<file path="src/rtl/lpht_pkg.sv">
// Shared types and codes for the linear probe hash table unit.
package lpht_pkg;

  // Request codes (req_type field).
  localparam logic [1:0] REQ_INSERT = 2'd0;
  localparam logic [1:0] REQ_SEARCH = 2'd1;
  localparam logic [1:0] REQ_REMOVE = 2'd2;

  // Result status codes.
  localparam logic [2:0] ST_INSERTED = 3'd0;
  localparam logic [2:0] ST_REPLACED = 3'd1;
  localparam logic [2:0] ST_FOUND    = 3'd2;
  localparam logic [2:0] ST_MISSING  = 3'd3;
  localparam logic [2:0] ST_FULL     = 3'd4;

  localparam int KEY_W = 32;
  localparam int VAL_W = 32;
  localparam int ENTRY_W = 1 + KEY_W + VAL_W;  // {used, key, value}

  typedef enum logic [2:0] {
    S_CLEAR,
    S_IDLE,
    S_MOD,
    S_PROBE,
    S_ACT
  } state_t;

  typedef enum logic [1:0] {
    HIT_EMPTY,
    HIT_MATCH,
    HIT_FULL
  } hit_t;

  typedef enum logic [1:0] {
    WR_NONE,
    WR_SET,
    WR_DEL,
    WR_CLR
  } wr_t;

  typedef struct packed {
    logic       load;
    logic       mod_start;
    logic       probe_start;
    logic       probing;
    wr_t        wr;
    logic       out_load;
    logic [2:0] status;
    logic       ret_value;
  } ctrl_cmd_t;

  typedef struct packed {
    logic       clr_last;
    logic       probe_done;
    hit_t       hit;
    logic [1:0] req;
  } dp_sts_t;

endpackage

</file>
<file path="src/rtl/lpht_mod.sv">
// Home slot: key mod SLOTS, low bits (pow2) or reciprocal multiply, one correction.
module lpht_mod #(
  parameter int SLOTS = 16
) (
  input  logic                       clk,
  input  logic                       rst_n,
  input  logic                       start,
  input  logic [lpht_pkg::KEY_W-1:0] key,
  output logic                       done,
  output logic [$clog2(SLOTS)-1:0]   home
);
  import lpht_pkg::*;

  localparam int IDXW = $clog2(SLOTS);
  localparam bit POW2 = (SLOTS == (1 << IDXW));
  localparam int PW   = 2 * KEY_W;
  // floor(2^32 / SLOTS): the quotient estimate is exact or one short
  localparam logic [KEY_W-1:0] RECIP   = KEY_W'((PW'(1) << KEY_W) / PW'(SLOTS));
  localparam logic [KEY_W-1:0] SLOTS_K = KEY_W'(SLOTS);

  logic [2:0]       stg_r, stg_nxt;   // product, multiply-back, correction
  logic             done_r, done_nxt;
  logic [KEY_W-1:0] key_r, key_nxt;
  logic [PW-1:0]    prod_r;
  logic [KEY_W-1:0] raw_r;
  logic [IDXW-1:0]  rem_r, rem_nxt;
  logic [KEY_W-1:0] quot;

  assign quot = prod_r[PW-1:KEY_W];

  always_comb begin
    stg_nxt  = {stg_r[1:0], 1'b0};
    done_nxt = stg_r[2];
    key_nxt  = key_r;
    rem_nxt  = rem_r;
    if (stg_r[2]) begin
      // raw remainder is below 2*SLOTS: one subtract finishes it
      rem_nxt = (raw_r >= SLOTS_K) ? IDXW'(raw_r - SLOTS_K) : IDXW'(raw_r);
    end
    if (start) begin
      key_nxt = key;
      if (POW2) begin
        rem_nxt  = key[IDXW-1:0];
        done_nxt = 1'b1;
      end else begin
        stg_nxt[0] = 1'b1;
      end
    end
  end

  always_ff @(posedge clk) begin
    if (!rst_n) begin
      stg_r  <= '0;
      done_r <= 1'b0;
    end else begin
      stg_r  <= stg_nxt;
      done_r <= done_nxt;
    end
  end

  // Product and multiply-back run every cycle; stg_r marks when they hold this key.
  always_ff @(posedge clk) begin
    key_r  <= key_nxt;
    rem_r  <= rem_nxt;
    prod_r <= PW'(key_r) * PW'(RECIP);
    raw_r  <= key_r - quot * SLOTS_K;
  end

  assign done = done_r;
  assign home = rem_r;

endmodule

</file>
<file path="src/rtl/lpht_dp.sv">
// Datapath: slot memory, probe pointer, hit capture and result registers.
module lpht_dp #(
  parameter int SLOTS = 16
) (
  input  logic                       clk,
  input  logic                       rst_n,
  input  lpht_pkg::ctrl_cmd_t        cmd,
  output lpht_pkg::dp_sts_t          sts,
  input  logic [1:0]                 in_req_type,
  input  logic [lpht_pkg::KEY_W-1:0] in_key,
  input  logic [lpht_pkg::VAL_W-1:0] in_value,
  input  logic [$clog2(SLOTS)-1:0]   home,
  output logic [2:0]                 out_status,
  output logic [lpht_pkg::VAL_W-1:0] out_read_value
);
  import lpht_pkg::*;

  localparam int IDXW = $clog2(SLOTS);
  localparam int CNTW = $clog2(SLOTS + 1);

  logic [ENTRY_W-1:0] slot_mem [SLOTS];

  logic [1:0]       req_r;
  logic [KEY_W-1:0] key_r;
  logic [VAL_W-1:0] value_r;

  logic [IDXW-1:0]  clr_r, clr_nxt;
  logic [IDXW-1:0]  pos_r, pos_nxt;
  logic [CNTW-1:0]  iss_cnt_r, iss_cnt_nxt;
  logic [IDXW-1:0]  chk_pos_r;
  logic [CNTW-1:0]  chk_cnt_r, chk_cnt_nxt;
  logic             q_vld_r, q_vld_nxt;
  logic [ENTRY_W-1:0] q_r;

  hit_t             hit_r;
  logic [IDXW-1:0]  hit_pos_r;
  logic [VAL_W-1:0] hit_val_r;

  logic [2:0]       out_status_r;
  logic [VAL_W-1:0] out_read_value_r;

  logic             q_used, q_match, q_last, stop, rd_en;
  hit_t             hit_now;
  logic             wr_en;
  logic [IDXW-1:0]  wr_addr;
  logic [ENTRY_W-1:0] wr_data;

  // Check of the entry read last cycle.
  assign q_used  = q_r[ENTRY_W-1];
  assign q_match = (q_r[KEY_W+VAL_W-1:VAL_W] == key_r);
  assign q_last  = (chk_cnt_r == CNTW'(SLOTS - 1));
  assign stop    = cmd.probing && q_vld_r && (!q_used || q_match || q_last);
  assign rd_en   = cmd.probing && !stop && (iss_cnt_r != CNTW'(SLOTS));

  always_comb begin
    if (!q_used) begin
      hit_now = HIT_EMPTY;
    end else if (q_match) begin
      hit_now = HIT_MATCH;
    end else begin
      hit_now = HIT_FULL;
    end
  end

  always_comb begin
    pos_nxt     = pos_r;
    iss_cnt_nxt = iss_cnt_r;
    chk_cnt_nxt = chk_cnt_r;
    q_vld_nxt   = rd_en;
    if (cmd.probe_start) begin
      pos_nxt     = home;
      iss_cnt_nxt = '0;
      chk_cnt_nxt = '0;
    end else begin
      if (rd_en) begin
        pos_nxt     = (pos_r == IDXW'(SLOTS - 1)) ? '0 : pos_r + IDXW'(1);
        iss_cnt_nxt = iss_cnt_r + CNTW'(1);
      end
      if (cmd.probing && q_vld_r) begin
        chk_cnt_nxt = chk_cnt_r + CNTW'(1);
      end
    end
  end

  assign clr_nxt = (cmd.wr == WR_CLR) ? clr_r + IDXW'(1) : clr_r;

  always_ff @(posedge clk) begin
    if (!rst_n) begin
      clr_r     <= '0;
      q_vld_r   <= 1'b0;
      iss_cnt_r <= '0;
      chk_cnt_r <= '0;
    end else begin
      clr_r     <= clr_nxt;
      q_vld_r   <= q_vld_nxt;
      iss_cnt_r <= iss_cnt_nxt;
      chk_cnt_r <= chk_cnt_nxt;
    end
  end

  always_ff @(posedge clk) begin
    pos_r <= pos_nxt;
    if (rd_en) begin
      chk_pos_r <= pos_r;
    end
    if (cmd.load) begin
      req_r   <= in_req_type;
      key_r   <= in_key;
      value_r <= in_value;
    end
    if (stop) begin
      hit_r     <= hit_now;
      hit_pos_r <= chk_pos_r;
      hit_val_r <= q_r[VAL_W-1:0];
    end
    if (cmd.out_load) begin
      out_status_r     <= cmd.status;
      out_read_value_r <= cmd.ret_value ? hit_val_r : '0;
    end
  end

  // Slot memory: one write port, one registered read port.
  always_comb begin
    wr_en   = 1'b1;
    wr_addr = hit_pos_r;
    wr_data = {1'b1, key_r, value_r};
    case (cmd.wr)
      WR_SET: wr_data = {1'b1, key_r, value_r};
      WR_DEL: wr_data = {1'b0, key_r, hit_val_r};
      WR_CLR: begin
        wr_addr = clr_r;
        wr_data = '0;
      end
      default: wr_en = 1'b0;
    endcase
  end

  always_ff @(posedge clk) begin
    if (wr_en) begin
      slot_mem[wr_addr] <= wr_data;
    end
    if (rd_en) begin
      q_r <= slot_mem[pos_r];
    end
  end

  assign sts.clr_last   = (clr_r == IDXW'(SLOTS - 1));
  assign sts.probe_done = stop;
  assign sts.hit        = hit_r;
  assign sts.req        = req_r;

  assign out_status     = out_status_r;
  assign out_read_value = out_read_value_r;

endmodule

</file>
<file path="src/rtl/lpht_ctrl.sv">
// Controller: clear pass, request sequencing, result decision and out_valid.
module lpht_ctrl (
  input  logic                clk,
  input  logic                rst_n,
  input  logic                in_valid,
  output logic                in_ready,
  input  logic [1:0]          in_req_type,
  output logic                out_valid,
  input  logic                out_ready,
  input  logic                mod_done,
  input  lpht_pkg::dp_sts_t   sts,
  output lpht_pkg::ctrl_cmd_t cmd
);
  import lpht_pkg::*;

  state_t state_r, state_nxt;
  logic   out_valid_r, out_valid_nxt;
  logic   out_free;
  logic   known_req;

  assign out_free  = !out_valid_r || out_ready;
  assign known_req = (in_req_type inside {REQ_INSERT, REQ_SEARCH, REQ_REMOVE});

  // Next state.
  always_comb begin
    state_nxt = state_r;
    case (state_r)
      S_CLEAR: if (sts.clr_last) state_nxt = S_IDLE;
      S_IDLE: begin
        if (in_valid) begin
          state_nxt = known_req ? S_MOD : S_ACT;
        end
      end
      S_MOD:   if (mod_done) state_nxt = S_PROBE;
      S_PROBE: if (sts.probe_done) state_nxt = S_ACT;
      S_ACT:   if (out_free) state_nxt = S_IDLE;
      default: state_nxt = S_CLEAR;
    endcase
  end

  // Outputs.
  always_comb begin
    cmd           = '0;
    cmd.wr        = WR_NONE;
    cmd.status    = ST_MISSING;
    in_ready      = 1'b0;
    case (state_r)
      S_CLEAR: cmd.wr = WR_CLR;
      S_IDLE: begin
        in_ready      = 1'b1;
        cmd.load      = in_valid;
        cmd.mod_start = in_valid && known_req;
      end
      S_MOD:   cmd.probe_start = mod_done;
      S_PROBE: cmd.probing = 1'b1;
      S_ACT: begin
        cmd.out_load = out_free;
        case (sts.req)
          REQ_INSERT: begin
            case (sts.hit)
              HIT_MATCH: begin
                cmd.status = ST_REPLACED;
                cmd.wr     = out_free ? WR_SET : WR_NONE;
              end
              HIT_EMPTY: begin
                cmd.status = ST_INSERTED;
                cmd.wr     = out_free ? WR_SET : WR_NONE;
              end
              default: cmd.status = ST_FULL;
            endcase
          end
          REQ_SEARCH: begin
            if (sts.hit == HIT_MATCH) begin
              cmd.status    = ST_FOUND;
              cmd.ret_value = 1'b1;
            end
          end
          REQ_REMOVE: begin
            if (sts.hit == HIT_MATCH) begin
              cmd.status = ST_FOUND;
              cmd.wr     = out_free ? WR_DEL : WR_NONE;
            end
          end
          default: cmd.status = ST_MISSING;
        endcase
      end
      default: cmd.wr = WR_NONE;
    endcase
  end

  always_comb begin
    out_valid_nxt = out_valid_r;
    if (cmd.out_load) begin
      out_valid_nxt = 1'b1;
    end else if (out_ready) begin
      out_valid_nxt = 1'b0;
    end
  end

  always_ff @(posedge clk) begin
    if (!rst_n) begin
      state_r     <= S_CLEAR;
      out_valid_r <= 1'b0;
    end else begin
      state_r     <= state_nxt;
      out_valid_r <= out_valid_nxt;
    end
  end

  assign out_valid = out_valid_r;

endmodule

</file>
<file path="src/rtl/linear_probe_hash_table_unit.sv">
// Linear probe hash table unit: top level joining controller, home slot unit and datapath.
//
// Key/value table of SLOTS entries with open addressing. A request's home
// slot is key mod SLOTS; probing then walks forward one slot at a time,
// wrapping, and stops at the first empty slot, the first slot holding the
// key, or after one full pass. Insert replaces a matching key's value or
// fills the first empty slot (status 4 when the pass finds neither);
// search returns the value or a miss; remove empties a matching slot.
// Request type 3 is answered with status 3 and no change.
// After reset the unit clears every slot of the slot memory and
// takes no request until that pass is over. One request is in work at a
// time. A request passes through: the accept in the idle state, then the home slot computation
// (the low key bits when SLOTS is a power of two, else reciprocal multiply,
// multiply-back, correction and handoff), then probing (the slot memory
// has one registered read port, so one slot is examined per cycle after
// the first read), then the memory write and the result register load,
// held until the output register is free.
// Request type 3 skips straight to the result.
// The result sits in an output register; a new request is accepted while
// it waits, and the next result holds until the previous one is taken.
module linear_probe_hash_table_unit #(
  parameter int SLOTS = 16
) (
  input  logic                       clk,
  input  logic                       rst_n,
  input  logic                       in_valid,
  output logic                       in_ready,
  input  logic [1:0]                 in_req_type,
  input  logic [lpht_pkg::KEY_W-1:0] in_key,
  input  logic [lpht_pkg::VAL_W-1:0] in_value,
  output logic                       out_valid,
  input  logic                       out_ready,
  output logic [2:0]                 out_status,
  output logic [lpht_pkg::VAL_W-1:0] out_read_value
);
  import lpht_pkg::*;

  localparam int IDXW = $clog2(SLOTS);

  ctrl_cmd_t       cmd;
  dp_sts_t         sts;
  logic            mod_done;
  logic [IDXW-1:0] home;

  // Sequencer: clear pass, request flow, result decision.
  lpht_ctrl u_ctrl (
    .clk         (clk),
    .rst_n       (rst_n),
    .in_valid    (in_valid),
    .in_ready    (in_ready),
    .in_req_type (in_req_type),
    .out_valid   (out_valid),
    .out_ready   (out_ready),
    .mod_done    (mod_done),
    .sts         (sts),
    .cmd         (cmd)
  );

  // Home slot: key mod SLOTS, started when a known request type is accepted.
  lpht_mod #(
    .SLOTS (SLOTS)
  ) u_mod (
    .clk   (clk),
    .rst_n (rst_n),
    .start (cmd.mod_start),
    .key   (in_key),
    .done  (mod_done),
    .home  (home)
  );

  // Slot memory, probe walk and result registers.
  lpht_dp #(
    .SLOTS (SLOTS)
  ) u_dp (
    .clk            (clk),
    .rst_n          (rst_n),
    .cmd            (cmd),
    .sts            (sts),
    .in_req_type    (in_req_type),
    .in_key         (in_key),
    .in_value       (in_value),
    .home           (home),
    .out_status     (out_status),
    .out_read_value (out_read_value)
  );

endmodule
</file>
<file path="config.mk">
export PLATFORM = sky130hd
export DESIGN_NAME = linear_probe_hash_table_unit
export DESIGN_NICKNAME = d
export VERILOG_FILES = /design/src/rtl/lpht_pkg.sv /design/src/rtl/lpht_mod.sv /design/src/rtl/lpht_dp.sv /design/src/rtl/lpht_ctrl.sv /design/src/rtl/linear_probe_hash_table_unit.sv
export SDC_FILE = /design/constraint.sdc
export NUM_CORES = 1
export LEC_CHECK = 0
export BUFFER_PORTS_ARGS = -buffer_cell sky130_fd_sc_hd__buf_2
export CORE_ASPECT_RATIO = 0.9
export CORE_MARGIN = 4
export CORE_UTILIZATION = 40
export DETAILED_ROUTE_END_ITERATION = 6
export SETUP_SLACK_MARGIN = 0.02
export SLEW_MARGIN = 40
export SYNTH_ARGS = -nofsm -noshare
export SYNTH_HDL_FRONTEND = slang
export SYNTH_HIERARCHICAL = 1
export SYNTH_SLANG_ARGS = --single-unit
</file>
<file path="constraint.sdc">
create_clock -name clk -period 5.7 [get_ports clk]
set_clock_uncertainty 0.2 [all_clocks]
set_input_delay 0.855 -clock clk [delete_from_list [all_inputs] [get_ports clk]]
set_output_delay 0.855 -clock clk [all_outputs]
set_load 0.1 [all_outputs]
</file>
==> metrics.txt <==
# TYPE chip_impl_metric gauge
chip_impl_metric{name="initial_drt_pass_iterations",unit=""} 5
chip_impl_metric{name="tritoncts_sink_count",unit=""} 1276
chip_impl_metric{name="die_area",unit="mm^2"} 0.130
chip_impl_metric{name="critPathMaxFanout",unit=""} 47
chip_impl_metric{name="dp_hpwl",unit="um"} 63100
chip_impl_metric{name="global_route.usage.met1",unit="%"} 24.3
chip_impl_metric{name="max_freq",unit="GHz"} 0.241
chip_impl_metric{name="placement.io_buffers",unit=""} 106
chip_impl_info{name="timing.critical_path.from_type",value="flop"} 1
chip_impl_metric{name="ant_nets",unit=""} 0
chip_impl_metric{name="critPathRequiredTime",unit="ns"} 5.85
chip_impl_metric{name="synth-edff-count",unit=""} 1256
chip_impl_metric{name="timing.final.setup_violations",unit=""} 0
chip_impl_metric{name="power_leakage",unit="nW"} 19.2
chip_impl_info{name="synthFlopType",value="sky130_fd_sc_hd__edfxtp_1"} 1
chip_impl_metric{name="period_minus_slack",unit="ns"} 4.15
chip_impl_info{name="cts_tree",value="done"} 1
chip_impl_info{name="mostFrequentLayoutCell",value="sky130_fd_sc_hd__edfxtp_1"} 1
chip_impl_metric{name="width_of_the_die",unit="um"} 379
chip_impl_metric{name="wp_data_arrival",unit="ns"} 4.30
chip_impl_info{name="crit_path_end_kind",value="flop"} 1
chip_impl_info{name="path_class",value="reg -> reg"} 1
chip_impl_metric{name="crit_buf_inv",unit=""} 1
chip_impl_metric{name="floorplan.initialDensity",unit="%"} 40.3
chip_impl_metric{name="post-cts-setup-buffer-count",unit=""} 0
chip_impl_metric{name="synth.yosys.seq_area_share",unit="%"} 76.9
chip_impl_metric{name="number_of_antenna_violations_at_the_first_check_in_global_routing",unit=""} 1
chip_impl_info{name="grt_most_used_layer",value="met2"} 1
chip_impl_metric{name="synth_nets",unit=""} 2629
chip_impl_metric{name="synth.ff_latch_count",unit=""} 1276
chip_impl_metric{name="clk_transition_reported_paths",unit="ns"} 0.06
chip_impl_info{name="cp_slowest_cell",value="sky130_fd_sc_hd__buf_6"} 1
chip_impl_metric{name="grt.total_usage",unit="%"} 17.7
chip_impl_metric{name="vias_in_the_first_global_route",unit=""} 25000
chip_impl_metric{name="int_pwr",unit="mW"} 15.1
chip_impl_metric{name="design.final.nets",unit=""} 2818
chip_impl_metric{name="gp_routability_congestion",unit=""} 0.764
chip_impl_metric{name="core-area",unit="mm^2"} 0.123
chip_impl_metric{name="p_switching",unit="mW"} 3.70
chip_impl_metric{name="power.share.clock",unit="%"} 42.9
chip_impl_info{name="critical-path-top-delay-family",value="simple AND/OR/NAND/NOR gates"} 1
chip_impl_metric{name="drv_slew",unit=""} 0
chip_impl_metric{name="cts_made_buffers",unit=""} 121
chip_impl_metric{name="gr_ovfl_total",unit=""} 0
chip_impl_metric{name="worst_skew_pair.late_latency",unit="ns"} 0.74
chip_impl_metric{name="p_per_area",unit="mW/mm^2"} 332
chip_impl_metric{name="number_of_violations_of_the_max_capacitance_limit",unit=""} 0
chip_impl_info{name="rsz0062_at_grt",value="no"} 1
chip_impl_metric{name="fin_ws",unit="ns"} 1.55
chip_impl_metric{name="drt_first_iter_violations",unit=""} 2060
chip_impl_info{name="status",value="finished clean"} 1
chip_impl_metric{name="postSynthCellCount",unit=""} 2553
chip_impl_metric{name="setup_tns",unit="ns"} 0
chip_impl_metric{name="synthDistinctLibCells",unit=""} 61
chip_impl_metric{name="final_hold_viol_count",unit=""} 0
chip_impl_metric{name="syn-cell-area",unit="mm^2"} 0.0496
chip_impl_info{name="clock-root-buffer",value="sky130_fd_sc_hd__clkbuf_16"} 1
chip_impl_metric{name="fin_util",unit="%"} 46.0
chip_impl_metric{name="grtUsageMet3",unit="%"} 2.76
chip_impl_metric{name="sequentialPowerShare",unit="%"} 55.4
chip_impl_metric{name="routed_via_density",unit=""} 5.48
chip_impl_metric{name="design_power_total",unit="mW"} 18.8
chip_impl_metric{name="synth.top_cell.area_share",unit="%"} 76.1
chip_impl_metric{name="grt_max_degree",unit=""} 110
chip_impl_metric{name="postLayoutCellArea",unit="mm^2"} 0.0566
chip_impl_info{name="post-synth-top-area-cell",value="sky130_fd_sc_hd__edfxtp_1"} 1
chip_impl_metric{name="totalWireLength",unit="um"} 115000
chip_impl_metric{name="htreeDepth",unit=""} 3
chip_impl_metric{name="fin_crit_sh",unit="%"} 72.9
chip_impl_metric{name="instance_area_at_placement",unit="mm^2"} 0.0525
chip_impl_metric{name="routed-via-count",unit=""} 24400
chip_impl_metric{name="clockBufferDepth",unit=""} 3
chip_impl_info{name="timing.hold.worst.class",value="in -> reg"} 1
chip_impl_metric{name="critical_path.max_stage_delay",unit="ns"} 0.66
chip_impl_metric{name="maxSlewHeadroom",unit="%"} 43.7
chip_impl_metric{name="fp-row-count",unit=""} 122
chip_impl_metric{name="preCtsSetupSlack",unit="ns"} 0.769
chip_impl_metric{name="grt_use_met2",unit="%"} 29.5
chip_impl_metric{name="post_synth.cell_area_avg",unit="um^2"} 19.4
chip_impl_metric{name="worst_pin_slew",unit="ns"} 0.844
chip_impl_metric{name="peak_vdd_ir",unit="uV"} 254
chip_impl_metric{name="pin_count",unit=""} 107
chip_impl_info{name="critical_path.cell_chain",value="or4_1, a211oi_4, nand2_1, nor3_1, a31oi_2, nor2_4, buf_6"} 1
chip_impl_info{name="synth_area_leaders",value="sky130_fd_sc_hd__edfxtp_1 76%, sky130_fd_sc_hd__mux4_2 5.9%, sky130_fd_sc_hd__mux2i_1 4.0%"} 1
chip_impl_metric{name="area.growth.synth_to_final",unit="%"} 14.1
chip_impl_info{name="layout_common_cells",value="1256 x sky130_fd_sc_hd__edfxtp_1, 199 x sky130_fd_sc_hd__mux2i_1, 130 x sky130_fd_sc_hd__mux4_2"} 1
chip_impl_metric{name="drt-wirelength-per-cell",unit="um"} 25.8
chip_impl_metric{name="synthesis.yosys.warnings",unit=""} 6
chip_impl_metric{name="power.share.switching",unit="%"} 19.7
chip_impl_metric{name="cts_resizes",unit=""} 0
chip_impl_metric{name="synth-async-reset-ratio",unit="%"} 0
chip_impl_metric{name="grt_pass1_wl",unit="um"} 169000
chip_impl_metric{name="holdBufCountCts",unit=""} 0
chip_impl_metric{name="p_comb_share",unit="%"} 1.7
chip_impl_metric{name="layout-drive-gt1-share",unit="%"} 23.5
chip_impl_metric{name="die-height",unit="um"} 342
chip_impl_metric{name="post-route-drc-count",unit=""} 0
==> area by class of cell <==
type,count,area [um^2]
Fill cell,10300,66500
Sequential cell,1276,38100
Multi-Input combinational cell,1110,10700
Clock buffer,141,3100
Tap cell,1612,2020
Timing Repair Buffer,200,1630
Clock inverter,83,891
Inverter,33,124
Antenna cell,1,2.50
==> per-layer routing <==
| layer | share of wire [%] | wire [um] |
|---|---|---|
| met3 | 5.1 | 5900 |
| met1 | 43 | 49800 |
| met5 | 0 | 0 |
| met4 | 2.3 | 2690 |
| met2 | 49 | 56700 |
==> flip-flops by register name, summed over array words and instances, names as in the netlist, 5 cells and up <==
register and cells:
u_dp/slot_mem 1040, u_dp/q_r 65, u_dp/hit_val_r 32, u_dp/key_r 32
u_dp/out_read_value 32, u_dp/value_r 32, u_dp/chk_cnt_r 5, u_dp/iss_cnt_r 5
==> kinds of logic (layout without fill, tap and decap cells) <==
group           Yosys count  count (layout)  share of synthesized area, %
compound gates          400             400                          5.89
xor+xnor                 40              40                         0.707
fa+ha+maj                 6               6                         0.151
buf+inv                 167             457                          2.01
flops                  1276            1276                          76.9
mux                     396             396                          11.4
other cells               0               1                             0
simple gates            268             268                          2.91
==> synthesized netlist by cell type (12+ instances only) <==
cell type	count
sky130_fd_sc_hd__edfxtp_1	1256
sky130_fd_sc_hd__mux2i_1	199
sky130_fd_sc_hd__mux4_2	130
sky130_fd_sc_hd__o21ai_0	117
sky130_fd_sc_hd__nand2_1	91
sky130_fd_sc_hd__and2_1	74
sky130_fd_sc_hd__a21oi_1	69
sky130_fd_sc_hd__a22oi_1	66
sky130_fd_sc_hd__mux2_2	66
sky130_fd_sc_hd__clkbuf_1	58
sky130_fd_sc_hd__a221oi_2	56
sky130_fd_sc_hd__o21ai_1	37
sky130_fd_sc_hd__xor2_1	35
sky130_fd_sc_hd__inv_1	33
sky130_fd_sc_hd__nor2_1	28
sky130_fd_sc_hd__buf_2	26
sky130_fd_sc_hd__buf_6	22
sky130_fd_sc_hd__dfxtp_1	20
sky130_fd_sc_hd__nand3b_1	20
sky130_fd_sc_hd__buf_4	16
sky130_fd_sc_hd__a22o_1	12
sky130_fd_sc_hd__nor4_1	12
==> final timing paths <==
check                              startpoint              endpoint  slack, ns  cells after the start
worst max-delay path            u_dp/req_r[1]  u_dp/slot_mem[3][45]       1.55                      7
worst min-delay path             in_value[10]      u_dp/value_r[10]       0.09                      1
worst max register to register  u_dp/req_r[1]  u_dp/slot_mem[3][45]       1.55                      7
worst min register to register   u_dp/q_r[23]    u_dp/hit_val_r[23]       0.22                      0
==> metrics by stage <==
step / std cells / hold slack, ns
floorplan: 2553 / 0.200
global placement: 4217 / 0.203
detailed placement: 4225 / 0.205
CTS: 4449 / 0.0286
global route: 4455 / 0.0484
finish: 4456 / 0.0918
==> power by group through the flow <==
stage          logic [mW]  clock network, mW  registers (mW)
3_5_place_dp        0.316                  0            10.6
6_report            0.310               8.07            10.4
2_1_floorplan       0.152                  0            10.6
5_1_grt             0.332               8.65            10.4
3_3_place_gp        0.308                  0            10.6
4_1_cts             0.318               8.25            10.4
Power figures use the tool's default switching activity.
